File: src/rtl/drc_pkg.sv
package drc_pkg;

    localparam int unsigned DEFAULT_LIST_DEPTH = 32;
    localparam logic [15:0] RESET_MERGE_GAP = 16'd256;

    typedef enum logic [1:0] {
        ACT_MARK  = 2'd0,
        ACT_ALL   = 2'd1,
        ACT_FLUSH = 2'd2,
        ACT_NONE  = 2'd3
    } action_t;

    typedef enum logic {
        CFG_MERGE_GAP   = 1'b0,
        CFG_BUFFER_SIZE = 1'b1
    } cfg_index_t;

    typedef struct packed {
        logic [1:0]  action;
        logic [31:0] range_start;
        logic [31:0] range_length;
    } in_item_t;

    typedef struct packed {
        logic [31:0] out_start;
        logic [32:0] out_length;
        logic        is_last;
        logic        overflowed;
    } out_item_t;

    // Order key: start ascending, then length descending.
    function automatic logic goes_before(input logic [31:0] s1, input logic [32:0] l1,
                                         input logic [31:0] s2, input logic [32:0] l2);
        if (s1 != s2)
        begin
            return s1 < s2;
        end
        return l1 > l2;
    endfunction

    // Length clipped so that start + length stays at or below 2^32.
    function automatic logic [32:0] clip_len(input logic [31:0] s, input logic [32:0] l);
        logic [32:0] room;
        room = 33'h1_0000_0000 - {1'b0, s};
        return (l > room) ? room : l;
    endfunction

endpackage

File: src/rtl/drc_list_mem.sv
module drc_list_mem #(
    parameter int unsigned DEPTH = 32,
    parameter int unsigned AW = 5
) (
    input  logic          clk,
    input  logic          we,
    input  logic [AW-1:0] waddr,
    input  logic [64:0]   wdata,
    input  logic [AW-1:0] raddr,
    output logic [64:0]   rdata
);
    logic [64:0] mem [DEPTH];

    always_ff @(posedge clk)
    begin
        if (we)
        begin
            mem[waddr] <= wdata;
        end
        rdata <= mem[raddr];
    end
endmodule

File: src/rtl/dirty_range_coalescer.sv
// Channel   Direction  Handshake        Payload
// in        input      in_valid/stall   in_item_t (action, range_start, range_length)
// out       output     out_valid/stall  out_item_t (start, length, is_last, overflowed)
// cfg       input      cfg_we           cfg_index, cfg_data
// Marks and mark-alls finish in ST_IDLE; a mark on a full list with a nonzero buffer
// size also visits ST_APPEND, as the fallback and the new range need separate writes.
// A flush of n entries sorts by selection over the list memory: pass p reads n-p
// entries, then ST_SWAP moves the head entry into the slot of the minimum and ST_EMIT
// folds the minimum, so the flush holds the input until it is done, and ST_EMIT also
// waits while out_stall holds the previous result in the output register.
// Reset clears the count, the overflow flag, the output valid and the control state.
module dirty_range_coalescer #(
    parameter int unsigned LIST_DEPTH = drc_pkg::DEFAULT_LIST_DEPTH
) (
    input  logic                clk,
    input  logic                rst_n,
    input  logic                in_valid,
    output logic                in_stall,
    input  drc_pkg::in_item_t   in_data,
    output logic                out_valid,
    input  logic                out_stall,
    output drc_pkg::out_item_t  out_data,
    input  logic                cfg_we,
    input  logic                cfg_index,
    input  logic [31:0]         cfg_data
);
    import drc_pkg::*;

    localparam int unsigned AW = (LIST_DEPTH > 1) ? $clog2(LIST_DEPTH) : 1;
    localparam int unsigned CW = $clog2(LIST_DEPTH + 1);
    localparam logic [CW-1:0] FULL = CW'(LIST_DEPTH);

    typedef enum logic [4:0] {
        ST_IDLE   = 5'b00001,
        ST_SCAN   = 5'b00010,
        ST_SWAP   = 5'b00100,
        ST_EMIT   = 5'b01000,
        ST_APPEND = 5'b10000
    } state_t;

    state_t      state_reg, state_next;
    logic [15:0] gap_reg;
    logic [31:0] bsize_reg;
    logic [CW-1:0] count_reg, count_next;
    logic        ovf_reg, ovf_next;
    logic        ovf_snap_reg, ovf_snap_next;
    logic [CW-1:0] n_reg, n_next;
    logic [CW-1:0] pos_reg, pos_next;
    logic [CW-1:0] scan_reg, scan_next;
    logic [CW-1:0] best_idx_reg, best_idx_next;
    logic [31:0] best_s_reg, best_s_next;
    logic [32:0] best_l_reg, best_l_next;
    logic        rd_pend_reg, rd_pend_next;
    logic        have_cur_reg, have_cur_next;
    logic [31:0] cs_reg, cs_next;
    logic [32:0] ce_reg, ce_next;
    logic        ov_reg, ov_next;
    out_item_t   ob_reg, ob_next;

    logic          we;
    logic [AW-1:0] waddr, raddr;
    logic [64:0]   wdata, rdata;
    logic [31:0]   rs;
    logic [32:0]   rl;
    logic          in_acc;

    drc_list_mem #(.DEPTH(LIST_DEPTH), .AW(AW)) u_mem (
        .clk(clk), .we(we), .waddr(waddr), .wdata(wdata),
        .raddr(raddr), .rdata(rdata)
    );

    assign rs = rdata[64:33];
    assign rl = rdata[32:0];
    assign in_stall = (state_reg != ST_IDLE);
    assign in_acc = in_valid && !in_stall;
    assign out_valid = ov_reg;
    assign out_data = ob_reg;

    always_ff @(posedge clk or negedge rst_n)
    begin
        if (!rst_n)
        begin
            state_reg <= ST_IDLE;
            gap_reg <= RESET_MERGE_GAP;
            bsize_reg <= '0;
            count_reg <= '0;
            ovf_reg <= 1'b0;
            ov_reg <= 1'b0;
            rd_pend_reg <= 1'b0;
            have_cur_reg <= 1'b0;
        end
        else
        begin
            state_reg <= state_next;
            count_reg <= count_next;
            ovf_reg <= ovf_next;
            ov_reg <= ov_next;
            rd_pend_reg <= rd_pend_next;
            have_cur_reg <= have_cur_next;
            if (cfg_we)
            begin
                unique case (cfg_index_t'(cfg_index))
                    CFG_MERGE_GAP:   gap_reg <= cfg_data[15:0];
                    CFG_BUFFER_SIZE: bsize_reg <= cfg_data;
                    default: ;
                endcase
            end
        end
    end

    always_ff @(posedge clk)
    begin
        ovf_snap_reg <= ovf_snap_next;
        n_reg <= n_next;
        pos_reg <= pos_next;
        scan_reg <= scan_next;
        best_idx_reg <= best_idx_next;
        best_s_reg <= best_s_next;
        best_l_reg <= best_l_next;
        cs_reg <= cs_next;
        ce_reg <= ce_next;
        ob_reg <= ob_next;
    end

    always_comb
    begin
        logic [32:0] gap_end;
        logic [32:0] ne;
        logic [32:0] new_len;
        state_next = state_reg;
        count_next = count_reg;
        ovf_next = ovf_reg;
        ovf_snap_next = ovf_snap_reg;
        n_next = n_reg;
        pos_next = pos_reg;
        scan_next = scan_reg;
        best_idx_next = best_idx_reg;
        best_s_next = best_s_reg;
        best_l_next = best_l_reg;
        rd_pend_next = 1'b0;
        have_cur_next = have_cur_reg;
        cs_next = cs_reg;
        ce_next = ce_reg;
        ov_next = ov_reg && out_stall;
        ob_next = ob_reg;
        we = 1'b0;
        waddr = '0;
        wdata = '0;
        raddr = scan_reg[AW-1:0];
        gap_end = ce_reg + {17'd0, gap_reg};
        ne = {1'b0, best_s_reg} + best_l_reg;
        new_len = clip_len(in_data.range_start, {1'b0, in_data.range_length});

        unique case (state_reg)
            ST_IDLE:
            begin
                if (in_acc)
                begin
                    unique case (action_t'(in_data.action))
                        ACT_MARK:
                        begin
                            if (in_data.range_length != '0)
                            begin
                                if (count_reg >= FULL)
                                begin
                                    ovf_next = 1'b1;
                                    we = 1'b1;
                                    waddr = '0;
                                    count_next = CW'(1);
                                    if (bsize_reg != '0)
                                    begin
                                        wdata = {32'd0, 1'b0, bsize_reg};
                                        best_s_next = in_data.range_start;
                                        best_l_next = new_len;
                                        state_next = ST_APPEND;
                                    end
                                    else
                                    begin
                                        wdata = {in_data.range_start, new_len};
                                    end
                                end
                                else
                                begin
                                    we = 1'b1;
                                    waddr = count_reg[AW-1:0];
                                    wdata = {in_data.range_start, new_len};
                                    count_next = count_reg + CW'(1);
                                end
                            end
                        end
                        ACT_ALL:
                        begin
                            count_next = '0;
                            if (bsize_reg != '0)
                            begin
                                we = 1'b1;
                                waddr = '0;
                                wdata = {32'd0, 1'b0, bsize_reg};
                                count_next = CW'(1);
                            end
                        end
                        ACT_FLUSH:
                        begin
                            ovf_snap_next = ovf_reg;
                            ovf_next = 1'b0;
                            n_next = count_reg;
                            count_next = '0;
                            have_cur_next = 1'b0;
                            pos_next = '0;
                            scan_next = '0;
                            if (count_reg != '0)
                            begin
                                state_next = ST_SCAN;
                                raddr = '0;
                                rd_pend_next = 1'b1;
                                scan_next = CW'(1);
                            end
                        end
                        default: ;
                    endcase
                end
            end
            ST_APPEND:
            begin
                we = 1'b1;
                waddr = count_reg[AW-1:0];
                wdata = {best_s_reg, best_l_reg};
                count_next = count_reg + CW'(1);
                state_next = ST_IDLE;
            end
            ST_SCAN:
            begin
                // The read of entry scan_reg-1 has completed and is on rdata.
                if (rd_pend_reg)
                begin
                    if (scan_reg - CW'(1) == pos_reg ||
                        goes_before(rs, rl, best_s_reg, best_l_reg))
                    begin
                        best_idx_next = scan_reg - CW'(1);
                        best_s_next = rs;
                        best_l_next = rl;
                    end
                end
                if (scan_reg < n_reg)
                begin
                    raddr = scan_reg[AW-1:0];
                    rd_pend_next = 1'b1;
                    scan_next = scan_reg + CW'(1);
                end
                else
                begin
                    raddr = pos_reg[AW-1:0];
                    state_next = ST_SWAP;
                end
            end
            ST_SWAP:
            begin
                // The entry at pos moves into the slot that the minimum leaves.
                we = 1'b1;
                waddr = best_idx_reg[AW-1:0];
                wdata = rdata;
                state_next = ST_EMIT;
            end
            ST_EMIT:
            begin
                if (!ov_reg || !out_stall)
                begin
                    if (pos_reg == n_reg)
                    begin
                        ob_next.out_start = cs_reg;
                        ob_next.out_length = ce_reg - {1'b0, cs_reg};
                        ob_next.is_last = 1'b1;
                        ob_next.overflowed = ovf_snap_reg;
                        ov_next = 1'b1;
                        have_cur_next = 1'b0;
                        state_next = ST_IDLE;
                    end
                    else
                    begin
                        if (have_cur_reg && {1'b0, best_s_reg} <= gap_end)
                        begin
                            if (ne > ce_reg)
                            begin
                                ce_next = ne;
                            end
                        end
                        else
                        begin
                            if (have_cur_reg)
                            begin
                                ob_next.out_start = cs_reg;
                                ob_next.out_length = ce_reg - {1'b0, cs_reg};
                                ob_next.is_last = 1'b0;
                                ob_next.overflowed = ovf_snap_reg;
                                ov_next = 1'b1;
                            end
                            cs_next = best_s_reg;
                            ce_next = ne;
                        end
                        have_cur_next = 1'b1;
                        pos_next = pos_reg + CW'(1);
                        if (pos_next != n_reg)
                        begin
                            raddr = pos_next[AW-1:0];
                            rd_pend_next = 1'b1;
                            scan_next = pos_reg + CW'(2);
                            state_next = ST_SCAN;
                        end
                    end
                end
            end
            default: state_next = ST_IDLE;
        endcase
    end

    property p_stall_busy;
        @(posedge clk) disable iff (!rst_n)
        (state_reg != ST_IDLE) |-> in_stall;
    endproperty
    a_stall_busy: assert property (p_stall_busy) else $error("input taken while busy");

    property p_count_bound;
        @(posedge clk) disable iff (!rst_n)
        count_reg <= FULL;
    endproperty
    a_count_bound: assert property (p_count_bound) else $error("entry count past depth");

    property p_flush_clears;
        @(posedge clk) disable iff (!rst_n)
        (in_acc && in_data.action == ACT_FLUSH) |=> (count_reg == '0 && !ovf_reg);
    endproperty
    a_flush_clears: assert property (p_flush_clears) else $error("flush left list state");

endmodule

File: config.mk
export PLATFORM = sky130hd
export DESIGN_NAME = dirty_range_coalescer
export DESIGN_NICKNAME = d
export VERILOG_FILES = /design/src/rtl/drc_pkg.sv /design/src/rtl/drc_list_mem.sv /design/src/rtl/dirty_range_coalescer.sv
export SDC_FILE = /design/constraint.sdc
export NUM_CORES = 2
export LEC_CHECK = 0
export BUFFER_PORTS_ARGS = -buffer_cell sky130_fd_sc_hd__buf_2
export CAP_MARGIN = 30
export CORE_ASPECT_RATIO = 1.5
export CORE_MARGIN = 5
export CORE_UTILIZATION = 45
export CTS_CLUSTER_DIAMETER = 120
export DETAILED_ROUTE_END_ITERATION = 12
export GPL_TIMING_DRIVEN = 0
export PLACE_DENSITY_LB_ADDON = 0.1
export SYNTH_ARGS = -nofsm -noshare
export SYNTH_HDL_FRONTEND = slang
export SYNTH_SLANG_ARGS = --single-unit
File: constraint.sdc
create_clock -name clk -period 18.5 [get_ports clk]
set_input_delay 1.85 -clock clk [delete_from_list [all_inputs] [get_ports clk]]
set_output_delay 1.85 -clock clk [all_outputs]
set_load 0.005 [all_outputs]
Yosys cells after proc, flatten, opt, wreduce, memory -nomap -nowiden:

Memories as Yosys holds them, arrays and structs flattened. A register that Yosys moved wholly into a read port is not among the register bits.
Cells that the tools add are included.

* input port bits: 104
* output and inout port bits: 69
* bits in registers: 284
* memories kept: 1
* RAM bits: 2080
* logic and storage cells: 217

* muxes and demuxes: 107
* bitwise logic cells: 3
* add/subtract/negate cells: 9
* equality and inequality tests: 36
* reduce and logical (&&, ||, !) cells: 33
* order comparisons: 7

Memories
* u_mem.mem: words 32, width 65, rd ports 1, clocked after memory_dff 1, wr ports 1, line drc_list_mem.sv:12 `logic [64:0] mem [DEPTH];`

Operators by type and width (count)
* 33-bit two-way mux: 10
* 65-bit two-way mux: 4
* 32-bit two-way mux: 8
* 67-bit two-way mux: 3
* 65-bit case mux with 3 select lines: 1
* 65-bit case mux with 2 select lines: 1
* 5-bit two-way mux: 20
* 6-bit two-way mux: 13
* 33-bit > comparator: 2
* 33-bit case mux with 2 select lines: 1
* 32-bit case mux with 2 select lines: 1
* 32-bit nonzero test: 2
* 6-bit case mux with 3 select lines: 2
* 32-bit by 33-bit adder with 33-bit output: 1
* 33-bit by 16-bit adder with 33-bit output: 1
* 32-bit by 33-bit > comparator with 1-bit output: 1
* 32-bit by 33-bit less-or-equal comparator with 1-bit output: 1
* 33-bit by 32-bit subtractor with 33-bit output: 1
* 33-bit by 32-bit subtractor with 33-bit output (first input constant): 1
* 32-bit < comparator: 1
* 1-bit two-way mux: 32
* 32-bit inequality test: 1
* 5-bit case mux with 3 select lines: 2
* 2-bit inequality test (second input constant): 14
* 40 further kinds: 71

Longest topological paths before layout:

* depth in word-level cells: 11
* gate-level depth with buffers: 22
* gate-level depth less buffers: 22

Modules after synthesis:

From an unflattened synthesis, not the netlist that was laid out.

* cell total of the unflattened synthesis: 5364
* area total of the unflattened synthesis: 101772.6 sq um

By module, submodules not included
* drc_list_mem: seq. area each 63761.2 sq um, instances 1, cells an instance 3147, area an instance 80184.4 sq um
* dirty_range_coalescer: seq. area each 8215.4 sq um, instances 1, cells an instance 2217, area an instance 21588.2 sq um

Worst setup path before layout:

No wires, ideal clock.

* path type: register -> register
* start point: register ce_reg[0]
* end point: register ob_reg (netlist bit out_data[0]) (enable)
* slack: 9.533 ns
* path buffers: 1
* stages on the path, launching flop included: 23
* data required time: 17.925 ns
* period minus slack after synthesis: 8.967 ns
* setup time: 0.575 ns
* arrival time: 8.392 ns
* cells stage by stage: edfxtp_1 -> ha_1 -> fa_1 -> a21o_1 -> a21oi_1 -> o21bai_1 -> a21bo_2 -> a211oi_1 -> nor3_1 -> or2_2 -> clkbuf_1 -> nand2_1 -> xnor2_1 -> ha_1 -> a21o_1 -> a21o_1 -> a21oi_1 -> nor2_1 -> a211oi_1 -> o211a_1 -> a211oi_1 -> a31oi_1 -> nor3_1

* word-level cells in the longest chain between the ends: 5

Ends and longest elaborated chain
* from (decl): line dirty_range_coalescer.sv:56 `logic [32:0] ce_reg, ce_next;`
* from (signal assigned): line dirty_range_coalescer.sv:121 `ce_reg <= ce_next;`
* 33-bit by 16-bit adder with 33-bit output: line dirty_range_coalescer.sv:150 `gap_end = ce_reg + {17'd0, gap_reg};`
* 32-bit by 33-bit less-or-equal comparator with 1-bit output: line dirty_range_coalescer.sv:280 `if (have_cur_reg && {1'b0, best_s_reg} <= gap_end)`
* 1-bit logical AND: line dirty_range_coalescer.sv:280
* 2-bit inequality test (no source line)
* 4-bit AND reduction (no source line)
* to (signal assigned): line dirty_range_coalescer.sv:122 `ob_reg <= ob_next;`
* to (decl): line dirty_range_coalescer.sv:58 `out_item_t ob_reg, ob_next;`

No other way between the ends.
A chain may end at the register's enable or synchronous reset.

Final worst setup path:

* start point: register ce_reg[0]
* end point: register ob_reg (netlist bit out_data[36]) (enable)

The elaborated chain is that of the path after synthesis.

==> metrics.md <==
| Metric | Value |
|---|---|
| Commonest non-fill, non-tap cell in the layout | `edfxtp_1` |
| Skew-Pair Late Insertion Delay | `0.93 ns` |
| Tot GR Track Use | `0.309` |
| PD cells | `157 nW/um^2` |
| Final period utilization | `0.475` |
| Place WS | `9.81 ns` |
| DRT Pass-1 Iters | `6` |
| Total wire length | `382000 um` |
| Nets | `8340` |
| Kind of end point of the critical path | `register` |
| Synth cell types | `89` |
| Vias per cell | `6.07` |
| Grt total ovfl | `0` |
| Required time of the critical path | `19.14 ns` |
| Mean area per synthesized cell | `14.2 um^2` |
| GPL Wtd Cong | `1.00` |
| Post-synth top area share | `0.664` |
| Ranking of synthesized cells by area | `edfxtp_1 (66%), mux2i_1 (4.0%), a211oi_1 (3.7%)` |
| Slew Viols, Final | `0` |
| Fin Clk Skew | `0.0766 ns` |
| Reg with most FFs | `u_mem.mem` |
| Commonest non-fill, non-tap cells in the layout | `edfxtp_1 (2301), nand2_1 (863), a211oi_1 (516)` |
| Max reg flops | `2080` |
| EDFF count, synth | `2301` |
| Ports | `173` |
| CTS tree | `done` |
| Hold depth | `0` |
| Hold Vio Cnt, Final | `0` |
| Site Rows | `216` |
| Die area | `241000 um^2` |
| #FFs+latches synth | `2429` |
| # port buffers | `169` |
| Power Total | `19.0 mW` |
| Core footprint | `231000 um^2` |
| Post-CTS Resized | `0` |
| Remaining antenna violation count after routing | `0` |
| Max clock buf depth | `4` |
| Final cell count without fillers | `11200` |
| Ys async rst share | `0.0259` |
| Residual DRC | `0` |
| Mapped Nets | `7704` |
| Crit Path Max Fanout | `14` |
| Synth Instances | `7340` |
| R2R cell count | `25` |
| Hold buffers post-CTS | `0` |
| Share of layout cells above drive strength 1 | `0.127` |
| H-tree lvl count | `4` |
| Leak pwr | `43.4 nW` |
| Prevailing post-synth register cell | `edfxtp_1` |
| Startpoint types | `register` |
| Synthesized area | `104000 um^2` |
| # clock sinks | `2429` |
| Clock Pin Slew Worst Setup and Hold Paths | `0.07 ns` |
| DP Wirelength | `292000 um` |
| Clk root buf | `clkbuf_16` |
| Setup Viol. Count Final | `0` |
| Sequential area share after synthesis | `0.692` |
| Largest net degree at the start of global routing | `49` |
| Chip width | `403 um` |
| Crit path kind | `register to register` |
| Vias | `68200` |
| RSZ-0062 raised after global routing | `false` |
| First-pass GRT wire length | `524000 um` |
| Post-CTS Setup Bufs | `0` |
| Maximum vdd ir drop | `0.106 mV` |
| Final setup TNS | `0 ns` |
| Die span in y | `599 um` |
| Worst Setup Slack, final | `9.71 ns` |
| Layout area overhead | `16.0%` |
| Slew margin rel. | `0.150` |
| Initial DRC Count | `6953` |
| Max-Cap Viols | `0` |
| F_max | `114 MHz` |
| Syn. warnings | `0` |
| Worst Max-Slew Pin Slew | `1.28 ns` |
| Worst Hold Class | `register to register` |
| Minimum clock period | `8.79 ns` |
| Wire per inst | `34.0 um` |
| Vias in the first global route | `69300` |
| Area leader, netlist | `edfxtp_1` |
| Dpl cells | `10800` |
| CP arrival | `9.42 ns` |
| Status | `completed` |
| Initial antenna violation count | `33` |
| CTS Buf Count | `235` |
| Initial core utilization | `0.451` |
[final timing paths]
kind | start | end | slack, ns
worst max-delay path | ce_reg[0] | out_data[36] | 9.71
worst min-delay path | ovf_snap_reg | out_data[0] | 0.43
worst max register to register | ce_reg[0] | out_data[36] | 9.71
worst min register to register | ovf_snap_reg | out_data[0] | 0.43
max in group asynchronous | rst_n | gap_reg[8] | 17.03
min in group asynchronous | rst_n | ovf_reg | 0.80
[power by group]
group / total (mW) / switching (mW) / internal (mW)
Sequential: 6.81 / 0.261 / 6.55
Combinational: 7.29 / 5.19 / 2.11
Clock: 4.85 / 2.13 / 2.72
[cell families (layout without fill, tap and decap cells)]
group	count (synthesis)	count (layout)	synth area share
buf+inv	666	1495	0.0265
compound gates	1518	1518	0.106
simple gates	1830	1830	0.0837
fa+ha+maj	260	260	0.0315
mux	491	491	0.0482
xor+xnor	146	146	0.0124
flops	2429	2429	0.692
other cells	0	16	0
[critical path, cell delays in order, from the launching register on]
cell	delay (ns)
edfxtp_1	0.44
ha_1	0.24
fa_1	0.40
a21o_1	0.19
a21oi_1	0.29
o21bai_1	0.15
a21bo_2	0.26
a211oi_1	0.61
nor2_1	0.14
a21o_1	0.21
a21oi_1	0.81
nor3_1	0.20
xnor2_1	0.19
ha_1	0.31
nand4_1	0.12
nor3_2	0.85
o31ai_2	0.20
buf_4	0.25
a211oi_1	0.62
a31oi_1	0.22
nor3_2	0.65
buf_6	0.27
buf_4	0.23
buf_6	0.19
buf_6	0.19
buf_6	0.18
[metal layers]
metal	global-route usage	routed length [um]
met1	0.324	126000
met2	0.567	199000
met3	0.0477	23600
met4	0.214	32500
met5	0	149
[Yosys cell counts, types with 25 or more instances]
cell type  count
edfxtp_1    2301
nand2_1      864
a211oi_1     516
mux2i_1      414
and3_1       336
clkbuf_1     302
ha_1         257
inv_1        204
nand3_1      180
nor2_1       150
a21oi_1      144
o22ai_1      123
buf_2        120
nand4_1      108
o21ai_0      107
a311oi_1     102
a22oi_1       95
xnor2_1       94
a21o_1        91
a31oi_1       75
mux2_2        73
dfxtp_1       65
a2111oi_0     61
dfrtp_1       61
o221ai_1      61
xor2_1        51
nor4_1        44
nor3_1        43
a222oi_1      32
o21a_1        25
[area by class of cell]
cell class	instances	area, um^2
multi-input cells	4245	29700
repair buffers	399	4760
well taps	3052	3820
flip-flops and latches	2429	72000
inverters	205	769
plain buffers	461	1990
clock buffers	281	6130
fillers	19200	110000
clock inverters	149	1450
diodes	16	40.0
[stage by stage]
stage / util / cell area (um^2) / hold WS [ns]
after floorplan: - / 104000 / 0.400
after global placement: 0.471 / 109000 / 0.403
after detailed placement: 0.490 / 113000 / 0.411
after CTS: 0.523 / 121000 / 0.427
after global routing: 0.523 / 121000 / 0.442
final: 0.523 / 121000 / 0.428
No activity file was read; power rests on OpenSTA's default activity.
